`src/rtl/voxel_face_ao_shader_assert.svh`:
```
// Assertion macros for the voxel face AO shader.
// Build with NO_ASSERTIONS defined to drop every check.
`ifndef VOXEL_FACE_AO_SHADER_ASSERT_SVH
`define VOXEL_FACE_AO_SHADER_ASSERT_SVH

`ifndef NO_ASSERTIONS

// Same-cycle implication, sampled on the rising clock, off while in reset.
`define VFAO_ASSERT_IMPL(lbl, clk, rst_n, ante, cons, msg) \
  lbl: assert property (@(posedge clk) disable iff (!rst_n) (ante) |-> (cons)) \
    else $error(msg);

// Next-cycle implication, sampled on the rising clock, off while in reset.
`define VFAO_ASSERT_NEXT(lbl, clk, rst_n, ante, cons, msg) \
  lbl: assert property (@(posedge clk) disable iff (!rst_n) (ante) |=> (cons)) \
    else $error(msg);

`else

`define VFAO_ASSERT_IMPL(lbl, clk, rst_n, ante, cons, msg)
`define VFAO_ASSERT_NEXT(lbl, clk, rst_n, ante, cons, msg)

`endif

`endif

```
`src/rtl/vfao_pkg.sv`:
```
package vfao_pkg;

  // Face directions
  localparam logic [2:0] DIR_NORTH = 3'd0;
  localparam logic [2:0] DIR_SOUTH = 3'd1;
  localparam logic [2:0] DIR_EAST  = 3'd2;
  localparam logic [2:0] DIR_WEST  = 3'd3;
  localparam logic [2:0] DIR_UP    = 3'd4;
  localparam logic [2:0] DIR_DOWN  = 3'd5;

  // Render classes
  localparam logic [1:0] CLASS_SOLID       = 2'd0;
  localparam logic [1:0] CLASS_CUTOUT      = 2'd1;
  localparam logic [1:0] CLASS_TRANSLUCENT = 2'd2;

  localparam int unsigned NumDirs  = 6;
  localparam int unsigned NumVerts = 4;

  // Neighbour bits feeding one vertex
  typedef struct packed {
    logic [4:0] side1;
    logic [4:0] side2;
    logic [4:0] corner;
  } pick_t;

  // [direction][vertex][side1, side2, corner]
  localparam logic [4:0] AoPick [NumDirs][NumVerts][3] = '{
    '{'{5'd15, 5'd7,  5'd6},  '{5'd15, 5'd25, 5'd24},
      '{5'd17, 5'd25, 5'd26}, '{5'd17, 5'd7,  5'd8}},
    '{'{5'd11, 5'd1,  5'd2},  '{5'd11, 5'd19, 5'd20},
      '{5'd9,  5'd19, 5'd18}, '{5'd9,  5'd1,  5'd0}},
    '{'{5'd17, 5'd5,  5'd8},  '{5'd17, 5'd23, 5'd26},
      '{5'd11, 5'd23, 5'd20}, '{5'd11, 5'd5,  5'd2}},
    '{'{5'd9,  5'd3,  5'd0},  '{5'd9,  5'd21, 5'd18},
      '{5'd15, 5'd21, 5'd24}, '{5'd15, 5'd3,  5'd6}},
    '{'{5'd21, 5'd19, 5'd18}, '{5'd23, 5'd19, 5'd20},
      '{5'd23, 5'd25, 5'd26}, '{5'd21, 5'd25, 5'd24}},
    '{'{5'd3,  5'd1,  5'd0},  '{5'd3,  5'd7,  5'd6},
      '{5'd5,  5'd7,  5'd8},  '{5'd5,  5'd1,  5'd2}}
  };

  // floor(shade * 255) per direction
  localparam logic [7:0] ShadeByte [NumDirs] = '{
    8'd191, 8'd204, 8'd178, 8'd153, 8'd255, 8'd127
  };

  // Translucent gray: floor(shade_byte * tenths / 10), [direction][occluder count]
  localparam logic [7:0] GrayTab [NumDirs][4] = '{
    '{8'd191, 8'd133, 8'd95,  8'd38},
    '{8'd204, 8'd142, 8'd102, 8'd40},
    '{8'd178, 8'd124, 8'd89,  8'd35},
    '{8'd153, 8'd107, 8'd76,  8'd30},
    '{8'd255, 8'd178, 8'd127, 8'd51},
    '{8'd127, 8'd88,  8'd63,  8'd25}
  };

  // AO byte floor(255 * tenths / 10) per occluder count
  localparam logic [7:0] AlphaTab [4] = '{8'd255, 8'd178, 8'd127, 8'd51};

  // AO level in tenths per occluder count
  localparam logic [3:0] TenthsTab [4] = '{4'd10, 4'd7, 4'd5, 4'd2};

  localparam logic [7:0] AlphaOpaque = 8'd255;

  // Directions six and seven shade as up
  function automatic logic [2:0] dir_clamp(input logic [2:0] dir);
    logic [2:0] res;
    res = (dir > DIR_DOWN) ? DIR_UP : dir;
    return res;
  endfunction

  function automatic pick_t ao_pick(input logic [2:0] dir, input logic [1:0] vtx);
    pick_t res;
    res.side1  = AoPick[dir][vtx][0];
    res.side2  = AoPick[dir][vtx][1];
    res.corner = AoPick[dir][vtx][2];
    return res;
  endfunction

endpackage

```
`src/rtl/vfao_in_if.sv`:
```
interface vfao_in_if;
  logic        valid;
  logic        ready;
  logic [26:0] neighborhood_occluders;
  logic [2:0]  face_direction;
  logic [1:0]  render_class;
  logic [3:0]  neighbor_sky_light;
  logic [3:0]  neighbor_block_light;

  modport source (
    output valid, neighborhood_occluders, face_direction, render_class,
           neighbor_sky_light, neighbor_block_light,
    input  ready
  );
  modport sink (
    input  valid, neighborhood_occluders, face_direction, render_class,
           neighbor_sky_light, neighbor_block_light,
    output ready
  );
endinterface

```
`src/rtl/vfao_out_if.sv`:
```
interface vfao_out_if;
  logic       valid;
  logic       ready;
  logic [7:0] vertex_gray_0;
  logic [7:0] vertex_gray_1;
  logic [7:0] vertex_gray_2;
  logic [7:0] vertex_gray_3;
  logic [7:0] vertex_alpha_0;
  logic [7:0] vertex_alpha_1;
  logic [7:0] vertex_alpha_2;
  logic [7:0] vertex_alpha_3;
  logic       flip_quad;
  logic [3:0] sky_level;
  logic [3:0] block_level;

  modport source (
    output valid, vertex_gray_0, vertex_gray_1, vertex_gray_2, vertex_gray_3,
           vertex_alpha_0, vertex_alpha_1, vertex_alpha_2, vertex_alpha_3,
           flip_quad, sky_level, block_level,
    input  ready
  );
  modport sink (
    input  valid, vertex_gray_0, vertex_gray_1, vertex_gray_2, vertex_gray_3,
           vertex_alpha_0, vertex_alpha_1, vertex_alpha_2, vertex_alpha_3,
           flip_quad, sky_level, block_level,
    output ready
  );
endinterface

```
`src/rtl/vfao_vertex.sv`:
```
// Occluder count for one vertex: 3 when both sides block, else popcount.
module vfao_vertex (
  input  logic [26:0]           occ_i,
  input  vfao_pkg::pick_t       pick_i,
  output logic [1:0]            count_o
);

  logic side1, side2, corner;

  assign side1  = occ_i[pick_i.side1];
  assign side2  = occ_i[pick_i.side2];
  assign corner = occ_i[pick_i.corner];

  always_comb begin
    if (side1 && side2) begin
      count_o = 2'd3;
    end else begin
      count_o = {1'b0, side1} + {1'b0, side2} + {1'b0, corner};
    end
  end

endmodule

```
`src/rtl/vfao_shade.sv`:
```
// Gray and alpha bytes of one vertex from its occluder count.
module vfao_shade (
  input  logic [2:0] dir_i,
  input  logic       translucent_i,
  input  logic [1:0] count_i,
  output logic [7:0] gray_o,
  output logic [7:0] alpha_o
);

  always_comb begin
    if (translucent_i) begin
      gray_o  = vfao_pkg::GrayTab[dir_i][count_i];
      alpha_o = vfao_pkg::AlphaOpaque;
    end else begin
      gray_o  = vfao_pkg::ShadeByte[dir_i];
      alpha_o = vfao_pkg::AlphaTab[count_i];
    end
  end

endmodule

```
`src/rtl/voxel_face_ao_shader.sv`:
```
// Voxel face AO shader: one face in, one shaded face out.
// Path: input beat -> input register -> result register -> output beat.
// Throughput: one beat per cycle unless stalled; all work is combinational in between.
// Reset: rst_ni clears both stage valid flags asynchronously; payload is not reset.
`include "voxel_face_ao_shader_assert.svh"

module voxel_face_ao_shader (
  input  logic        clk_i,
  input  logic        rst_ni,
  vfao_in_if.sink     in_i,
  vfao_out_if.source  out_o
);

  // --------------------------------------------------------------------------
  // Stage 1: input register. Takes a new beat whenever it is empty or its
  // contents move on to the result register in the same cycle.
  // --------------------------------------------------------------------------
  logic        s1_valid_q, s1_valid_d;
  logic [26:0] s1_occ_q;
  logic [2:0]  s1_dir_q;
  logic [1:0]  s1_class_q;
  logic [3:0]  s1_sky_q;
  logic [3:0]  s1_blk_q;

  logic        s2_ready;
  logic        s1_ready;
  logic        in_fire;

  assign s1_ready   = !s1_valid_q || s2_ready;
  assign in_i.ready = s1_ready;
  assign in_fire    = in_i.valid && s1_ready;

  always_comb begin
    if (s1_ready) begin
      s1_valid_d = in_i.valid;
    end else begin
      s1_valid_d = s1_valid_q;
    end
  end

  always_ff @(posedge clk_i or negedge rst_ni) begin
    if (!rst_ni) begin
      s1_valid_q <= 1'b0;
    end else begin
      s1_valid_q <= s1_valid_d;
    end
  end

  always_ff @(posedge clk_i) begin
    if (in_fire) begin
      s1_occ_q   <= in_i.neighborhood_occluders;
      s1_dir_q   <= in_i.face_direction;
      s1_class_q <= in_i.render_class;
      s1_sky_q   <= in_i.neighbor_sky_light;
      s1_blk_q   <= in_i.neighbor_block_light;
    end
  end

  // --------------------------------------------------------------------------
  // Shading logic: per-vertex occluder count, then gray/alpha lookup.
  // --------------------------------------------------------------------------
  logic [2:0] dir_eff;
  logic       translucent;
  logic [1:0] count     [vfao_pkg::NumVerts];
  logic [7:0] gray_d    [vfao_pkg::NumVerts];
  logic [7:0] alpha_d   [vfao_pkg::NumVerts];
  logic [3:0] tenths    [vfao_pkg::NumVerts];

  assign dir_eff     = vfao_pkg::dir_clamp(s1_dir_q);
  // Class three behaves like solid/cutout
  assign translucent = (s1_class_q == vfao_pkg::CLASS_TRANSLUCENT);

  for (genvar v = 0; v < vfao_pkg::NumVerts; v++) begin : g_vert
    vfao_vertex u_vertex (
      .occ_i   (s1_occ_q),
      .pick_i  (vfao_pkg::ao_pick(dir_eff, 2'(v))),
      .count_o (count[v])
    );

    vfao_shade u_shade (
      .dir_i         (dir_eff),
      .translucent_i (translucent),
      .count_i       (count[v]),
      .gray_o        (gray_d[v]),
      .alpha_o       (alpha_d[v])
    );

    assign tenths[v] = vfao_pkg::TenthsTab[count[v]];
  end

  // Flip the quad diagonal when the 1-3 pair is brighter than the 0-2 pair
  logic [4:0] sum13, sum02;
  logic       flip_d;
  assign sum13  = {1'b0, tenths[1]} + {1'b0, tenths[3]};
  assign sum02  = {1'b0, tenths[0]} + {1'b0, tenths[2]};
  assign flip_d = (sum13 > sum02);

  // A face with no light at all still gets sky level one
  logic [3:0] sky_d;
  assign sky_d = ((s1_sky_q == 4'd0) && (s1_blk_q == 4'd0)) ? 4'd1 : s1_sky_q;

  // --------------------------------------------------------------------------
  // Stage 2: result register, drives the output channel directly.
  // --------------------------------------------------------------------------
  logic       s2_valid_q, s2_valid_d;
  logic       s2_load;
  logic [7:0] s2_gray_q  [vfao_pkg::NumVerts];
  logic [7:0] s2_alpha_q [vfao_pkg::NumVerts];
  logic       s2_flip_q;
  logic [3:0] s2_sky_q;
  logic [3:0] s2_blk_q;

  assign s2_ready = !s2_valid_q || out_o.ready;
  assign s2_load  = s1_valid_q && s2_ready;

  always_comb begin
    if (s2_ready) begin
      s2_valid_d = s1_valid_q;
    end else begin
      s2_valid_d = s2_valid_q;
    end
  end

  always_ff @(posedge clk_i or negedge rst_ni) begin
    if (!rst_ni) begin
      s2_valid_q <= 1'b0;
    end else begin
      s2_valid_q <= s2_valid_d;
    end
  end

  always_ff @(posedge clk_i) begin
    if (s2_load) begin
      s2_gray_q  <= gray_d;
      s2_alpha_q <= alpha_d;
      s2_flip_q  <= flip_d;
      s2_sky_q   <= sky_d;
      s2_blk_q   <= s1_blk_q;
    end
  end

  assign out_o.valid          = s2_valid_q;
  assign out_o.vertex_gray_0  = s2_gray_q[0];
  assign out_o.vertex_gray_1  = s2_gray_q[1];
  assign out_o.vertex_gray_2  = s2_gray_q[2];
  assign out_o.vertex_gray_3  = s2_gray_q[3];
  assign out_o.vertex_alpha_0 = s2_alpha_q[0];
  assign out_o.vertex_alpha_1 = s2_alpha_q[1];
  assign out_o.vertex_alpha_2 = s2_alpha_q[2];
  assign out_o.vertex_alpha_3 = s2_alpha_q[3];
  assign out_o.flip_quad      = s2_flip_q;
  assign out_o.sky_level      = s2_sky_q;
  assign out_o.block_level    = s2_blk_q;

  // --------------------------------------------------------------------------
  // Checks
  // --------------------------------------------------------------------------
  // A held stage-1 beat must not change while the result register is stalled
  `VFAO_ASSERT_NEXT(a_s1_hold, clk_i, rst_ni, s1_valid_q && !s2_ready,
    s1_valid_q && $stable(s1_occ_q) && $stable(s1_dir_q), "stage 1 lost a stalled beat")
  // Every accepted beat lands in stage 1
  `VFAO_ASSERT_NEXT(a_s1_fill, clk_i, rst_ni, in_i.valid && in_i.ready,
    s1_valid_q, "accepted beat missing in stage 1")
  // An empty stage 1 never back-pressures the input
  `VFAO_ASSERT_IMPL(a_s1_ready, clk_i, rst_ni, !s1_valid_q,
    in_i.ready, "input stalled with empty stage 1")
  // Outputs with no block light carry a nonzero sky level
  `VFAO_ASSERT_IMPL(a_light_floor, clk_i, rst_ni, out_o.valid && (out_o.block_level == 4'd0),
    out_o.sky_level != 4'd0, "zero light output")

endmodule

```
`src/flat_wrapper.sv`:
```
// flat-port wrapper written by rule: the top's interface ports become plain ports
module voxel_face_ao_shader_flat 
  (clk_i, rst_ni, in_i_valid, in_i_neighborhood_occluders, in_i_face_direction, in_i_render_class, in_i_neighbor_sky_light, in_i_neighbor_block_light, in_i_ready, out_o_valid, out_o_vertex_gray_0, out_o_vertex_gray_1, out_o_vertex_gray_2, out_o_vertex_gray_3, out_o_vertex_alpha_0, out_o_vertex_alpha_1, out_o_vertex_alpha_2, out_o_vertex_alpha_3, out_o_flip_quad, out_o_sky_level, out_o_block_level, out_o_ready);
  vfao_in_if in_i_i ();
  vfao_out_if out_o_i ();
  input  logic clk_i;
  input  logic rst_ni;
  input wire logic [$bits(in_i_i.valid)-1:0] in_i_valid;
  input wire logic [$bits(in_i_i.neighborhood_occluders)-1:0] in_i_neighborhood_occluders;
  input wire logic [$bits(in_i_i.face_direction)-1:0] in_i_face_direction;
  input wire logic [$bits(in_i_i.render_class)-1:0] in_i_render_class;
  input wire logic [$bits(in_i_i.neighbor_sky_light)-1:0] in_i_neighbor_sky_light;
  input wire logic [$bits(in_i_i.neighbor_block_light)-1:0] in_i_neighbor_block_light;
  output wire logic [$bits(in_i_i.ready)-1:0] in_i_ready;
  output wire logic [$bits(out_o_i.valid)-1:0] out_o_valid;
  output wire logic [$bits(out_o_i.vertex_gray_0)-1:0] out_o_vertex_gray_0;
  output wire logic [$bits(out_o_i.vertex_gray_1)-1:0] out_o_vertex_gray_1;
  output wire logic [$bits(out_o_i.vertex_gray_2)-1:0] out_o_vertex_gray_2;
  output wire logic [$bits(out_o_i.vertex_gray_3)-1:0] out_o_vertex_gray_3;
  output wire logic [$bits(out_o_i.vertex_alpha_0)-1:0] out_o_vertex_alpha_0;
  output wire logic [$bits(out_o_i.vertex_alpha_1)-1:0] out_o_vertex_alpha_1;
  output wire logic [$bits(out_o_i.vertex_alpha_2)-1:0] out_o_vertex_alpha_2;
  output wire logic [$bits(out_o_i.vertex_alpha_3)-1:0] out_o_vertex_alpha_3;
  output wire logic [$bits(out_o_i.flip_quad)-1:0] out_o_flip_quad;
  output wire logic [$bits(out_o_i.sky_level)-1:0] out_o_sky_level;
  output wire logic [$bits(out_o_i.block_level)-1:0] out_o_block_level;
  input wire logic [$bits(out_o_i.ready)-1:0] out_o_ready;
  assign in_i_i.valid = in_i_valid;
  assign in_i_i.neighborhood_occluders = in_i_neighborhood_occluders;
  assign in_i_i.face_direction = in_i_face_direction;
  assign in_i_i.render_class = in_i_render_class;
  assign in_i_i.neighbor_sky_light = in_i_neighbor_sky_light;
  assign in_i_i.neighbor_block_light = in_i_neighbor_block_light;
  assign in_i_ready = in_i_i.ready;
  assign out_o_valid = out_o_i.valid;
  assign out_o_vertex_gray_0 = out_o_i.vertex_gray_0;
  assign out_o_vertex_gray_1 = out_o_i.vertex_gray_1;
  assign out_o_vertex_gray_2 = out_o_i.vertex_gray_2;
  assign out_o_vertex_gray_3 = out_o_i.vertex_gray_3;
  assign out_o_vertex_alpha_0 = out_o_i.vertex_alpha_0;
  assign out_o_vertex_alpha_1 = out_o_i.vertex_alpha_1;
  assign out_o_vertex_alpha_2 = out_o_i.vertex_alpha_2;
  assign out_o_vertex_alpha_3 = out_o_i.vertex_alpha_3;
  assign out_o_flip_quad = out_o_i.flip_quad;
  assign out_o_sky_level = out_o_i.sky_level;
  assign out_o_block_level = out_o_i.block_level;
  assign out_o_i.ready = out_o_ready;
  voxel_face_ao_shader u_core (.clk_i(clk_i), .rst_ni(rst_ni), .in_i(in_i_i), .out_o(out_o_i));
endmodule
```
`config.mk`:
```
export PLATFORM = sky130hd
export DESIGN_NAME = voxel_face_ao_shader_flat
export DESIGN_NICKNAME = d
export VERILOG_FILES = /design/src/rtl/vfao_pkg.sv /design/src/rtl/vfao_in_if.sv /design/src/rtl/vfao_out_if.sv /design/src/rtl/vfao_vertex.sv /design/src/rtl/vfao_shade.sv /design/src/rtl/voxel_face_ao_shader.sv /design/src/flat_wrapper.sv
export VERILOG_INCLUDE_DIRS = /design/src /design/src/rtl
export SDC_FILE = /design/constraint.sdc
export NUM_CORES = 1
export LEC_CHECK = 0
export ABC_AREA = 1
export ABC_CLOCK_PERIOD_IN_PS = 9440
export BUFFER_PORTS_ARGS = -buffer_cell sky130_fd_sc_hd__buf_4
export CORE_ASPECT_RATIO = 0.9
export CORE_MARGIN = 4
export CORE_UTILIZATION = 45
export CTS_CLUSTER_SIZE = 14
export DETAILED_ROUTE_END_ITERATION = 10
export HOLD_SLACK_MARGIN = 0.08
export PLACE_DENSITY_LB_ADDON = 0.12
export SLEW_MARGIN = 20
export SYNTH_ARGS = -nofsm -noshare
export SYNTH_HDL_FRONTEND = slang
export SYNTH_SLANG_ARGS = --single-unit
```
`constraint.sdc`:
```
create_clock -name clk_i -period 9.44 [get_ports clk_i]
set_input_delay 0.472 -clock clk_i [delete_from_list [all_inputs] [get_ports clk_i]]
set_output_delay 0.472 -clock clk_i [all_outputs]
set_load 0.03 [all_outputs]
```
==> flow_metrics.py <==
metrics = {
    "outcome": {
        "status": "completed",
    },
    "timing": {
        "fin_ws_ps": 3300,
        "max_slew_margin_pct": 52.1,
        "tightest_slew_ps": 716,
        "period_share_pct": 65.0,
        "setup_viol": 0,
        "post-route-min-period_ps": 6140,
        "finClkSkew_ps": 5.52,
        "drv_slew": 0,
        "setup_tns_ps": 0,
        "grt_setup_unrepaired": "no",
        "clock.fmax_ghz": 0.163,
        "hold_viol": 0,
    },
    "pwr": {
        "p_per_area_nw_per_um2": 254,
        "power.leakage_nw": 3.36,
        "vdd_drop_max_v": 0.000112,
    },
    "cells_and_area": {
        "area_growth_pct": 17.8,
        "num_antenna_cells": 0,
        "fin_nets": 897,
        "fillerInstances": 1211,
        "drive_above_1_share_pct": 18.1,
    },
    "global_routing": {
        "grt_usage_pct": 21.5,
        "antenna_found_initial": 0,
        "overflow": 0,
        "grt_max_degree": 54,
        "grt_pass1_wl_um": 25800,
        "grt_pass1_vias": 4974,
    },
    "cts": {
        "cts_resized": 0,
        "worstSkewPairLatency_ps": 350,
        "cts_tree": "done",
        "htree_levels": 3,
        "cts_root_buf": "clkbuf_16",
        "clk_path_buf_depth": 2,
        "clkTransAtPathRegs_ps": 70,
        "clock_sink_count": 95,
        "cts_inserted_buffers": 9,
    },
    "worst_setup_path": {
        "cp-start-kind": "register",
        "worstPathArrival_ps": 6240,
        "r2r_setup_slack_ps": 3300,
        "critPathCaptureType": "register",
        "critical_path_class": "register to register",
        "worst-path-max-fanout": 16,
        "worstPathRequired_ps": 9540,
    },
    "die": {
        "initial_utilization_pct": 45.7,
        "die_w_um": 131,
        "row_count": 40,
        "core_region_area_um2": 13300,
        "ios": 119,
        "die_h_um": 118,
        "die_area_um2": 15400,
    },
    "synthesis": {
        "synth.avg_cell_area_um2": 8.44,
        "syn_inst": 721,
        "syn-cell-area_um2": 6080,
        "ys_types": 36,
        "seq_area_frac_synth_pct": 46.7,
        "ys_warn_count": 0,
        "ys_ff_latch": 95,
    },
    "detailed_routing": {
        "drt-initial-drc-count": 465,
        "wirelength_um": 16300,
        "drt_first_pass_iters": 5,
        "antenna_left": 0,
        "routedWlPerCell_um": 16.5,
        "routed_via_density": 5.25,
        "vias": 5181,
        "drc": 0,
    },
    "placement": {
        "numPortBuffers": 106,
        "dp_slack_ps": 3360,
        "place.gp.congestion": 0.985,
        "hpwlAfterDp_um": 12600,
    },
    "job": {
        "cap_viol_max_count": 0,
    },
    "hold_path": {
        "hold_path_class": "primary input to register",
    },
}
[report_power, final]
part | switching (mW) | total, mW | internal (mW)
logic | 0.599 | 0.920 | 0.321
clock network | 0.153 | 0.339 | 0.186
registers | 0.0201 | 0.559 | 0.539
[layout by cell type (no fill, tap or decap), drive strengths merged]
| cell type | instances |
|---|---|
| a21o | 1 |
| o211ai | 9 |
| nor4 | 1 |
| xor2 | 3 |
| clkinvlp | 2 |
| inv | 77 |
| o21ai | 46 |
| fa | 6 |
| nand2 | 276 |
| nand3 | 86 |
| a32oi | 2 |
| ha | 34 |
| nor3 | 2 |
| dlygate4sd3 | 1 |
| nand3b | 1 |
| dfrtp | 2 |
| buf | 109 |
| nand4 | 1 |
| nor2 | 24 |
| a21oi | 9 |
| xnor2 | 1 |
| a2bb2oi | 1 |
| conb | 12 |
| edfxtp | 93 |
| clkbuf | 11 |
| o31ai | 2 |
| o22ai | 3 |
| clkinv | 2 |
| a211oi | 1 |
[final cells by class]
type | count | area (um2) | area share [%]
clock buffer | 11 | 243 | 3.39
tap | 168 | 210 | 2.93
timing repair buffer | 110 | 828 | 11.6
sequential | 95 | 2840 | 39.7
inverter | 76 | 285 | 3.98
clock inverter | 5 | 33.8 | 0.471
multi-input combinational | 521 | 2720 | 38.0
[flip-flops by register name, indices dropped and copies added (netlist names), 2 cells and up]
signal / flops
u_core.s1_dir_q: 3
u_core.s1_class_q: 2
u_core.out_o.sky_level: 4
u_core.out_o.vertex_alpha_0: 3
u_core.out_o.vertex_gray_0: 8
u_core.s1_blk_q: 4
u_core.out_o.vertex_alpha_2: 3
u_core.out_o.vertex_alpha_1: 3
u_core.out_o.vertex_alpha_3: 3
u_core.out_o.vertex_gray_2: 8
u_core.out_o.block_level: 4
u_core.s1_occ_q: 27
u_core.s1_sky_q: 4
u_core.out_o.vertex_gray_3: 8
u_core.out_o.vertex_gray_1: 8
[cells in the mapped netlist]
cell         n  area [um2]
ha_1        34         425
buf_2        1        5.00
a32oi_1      2        17.5
inv_2        5        18.8
nand3b_1     1        7.51
nor2_1      20        75.1
o211ai_1     9        67.6
edfxtp_1    93        2790
nor2_2       3        18.8
nor4_1       1        6.26
a211oi_1     1        7.51
xnor2_1      1        8.76
a2bb2oi_1    1        8.76
clkbuf_1     8        30.0
o31ai_1      1        7.51
nor2_4       1        11.3
buf_6        6        67.6
nand2_4      5        56.3
o21ai_1      3        15.0
inv_1       71         267
fa_1         6         120
dfrtp_1      2        50.1
nand2_1    264         991
nand4_2      1        12.5
a21oi_1      9        45.0
conb_1       1        3.75
o22ai_1      3        18.8
o31ai_2      1        12.5
nor3_1       2        10.0
nand2_2      7        43.8
nand3_1     86         430
o21ai_0     43         215
a21o_1       1        7.51
buf_4       24         180
buf_1        1        3.75
xor2_1       3        26.3
[metal layers]
layer | vias to the layer above | GRT usage (%) | wire (um)
li1 | 2529 | - | -
met5 | - | 0 | 0
met2 | 235 | 34.8 | 7780
met1 | 2389 | 28.2 | 6820
met3 | 28 | 4.74 | 1310
met4 | 0 | 7.39 | 371
[cells by family (layout without fill, tap and decap cells)]
group / count (synthesis) / after routing / synth area share, %
other: 1 / 12 / 0.0616
DFF: 95 / 95 / 46.7
buffers and inverters: 116 / 202 / 9.40
AOI/OAI and AO/OA: 74 / 74 / 6.95
and+or+nand+nor: 391 / 391 / 27.3
xor gates and xnor gates: 4 / 4 / 0.576
adders and majority gates: 40 / 40 / 8.97
[stage by stage]
stage	instances	total power, mW	util (%)	hold slack [ps]	area, um2
finish	986	1.82	53.8	293	7170
global route	986	1.97	53.8	281	7170
CTS	986	1.82	53.8	285	7170
detailed placement	969	1.48	51.7	256	6880
global placement	969	1.44	51.7	255	6880
floorplan	732	1.25	-	176	6130
[final timing paths]
| check | from | endpoint | depth (start not counted) |
|---|---|---|---|
| worst min register to register | u_core.s1_blk_q[0] | u_core.out_o.block_level[0] | 0 |
| worst max-delay path | u_core.s1_dir_q[2] | u_core.out_o.flip_quad | 25 |
| worst min-delay path | in_i_neighbor_sky_light[0] | u_core.s1_sky_q[0] | 1 |
| max in group asynchronous | rst_ni | u_core.s1_valid_q | 2 |
| worst max register to register | u_core.s1_dir_q[2] | u_core.out_o.flip_quad | 25 |
| min in group asynchronous | rst_ni | u_core.out_o.valid | 2 |
[critical path, stage by stage, from the launching register on]
cell and delay, ps:
edfxtp_1 720, nand2_1 210, nand2_1 230, inv_1 240
ha_1 360, nor2_1 340, inv_2 190, nor2_1 210
inv_1 180, nand2_1 110, inv_1 40, a32oi_1 140
o21ai_0 130, fa_1 450, inv_1 250, nand2_4 180
ha_1 320, inv_1 80, ha_1 140, inv_1 50
fa_1 400, xor2_1 220, ha_1 280, a21oi_1 170
o21ai_0 100, a2bb2oi_1 140
[timing repair]
item                      CTS  global route
hold buffers                1             0
setup buffers               0             0
hold endpoints to repair    2             0
(Power assumes the default switching activity.)
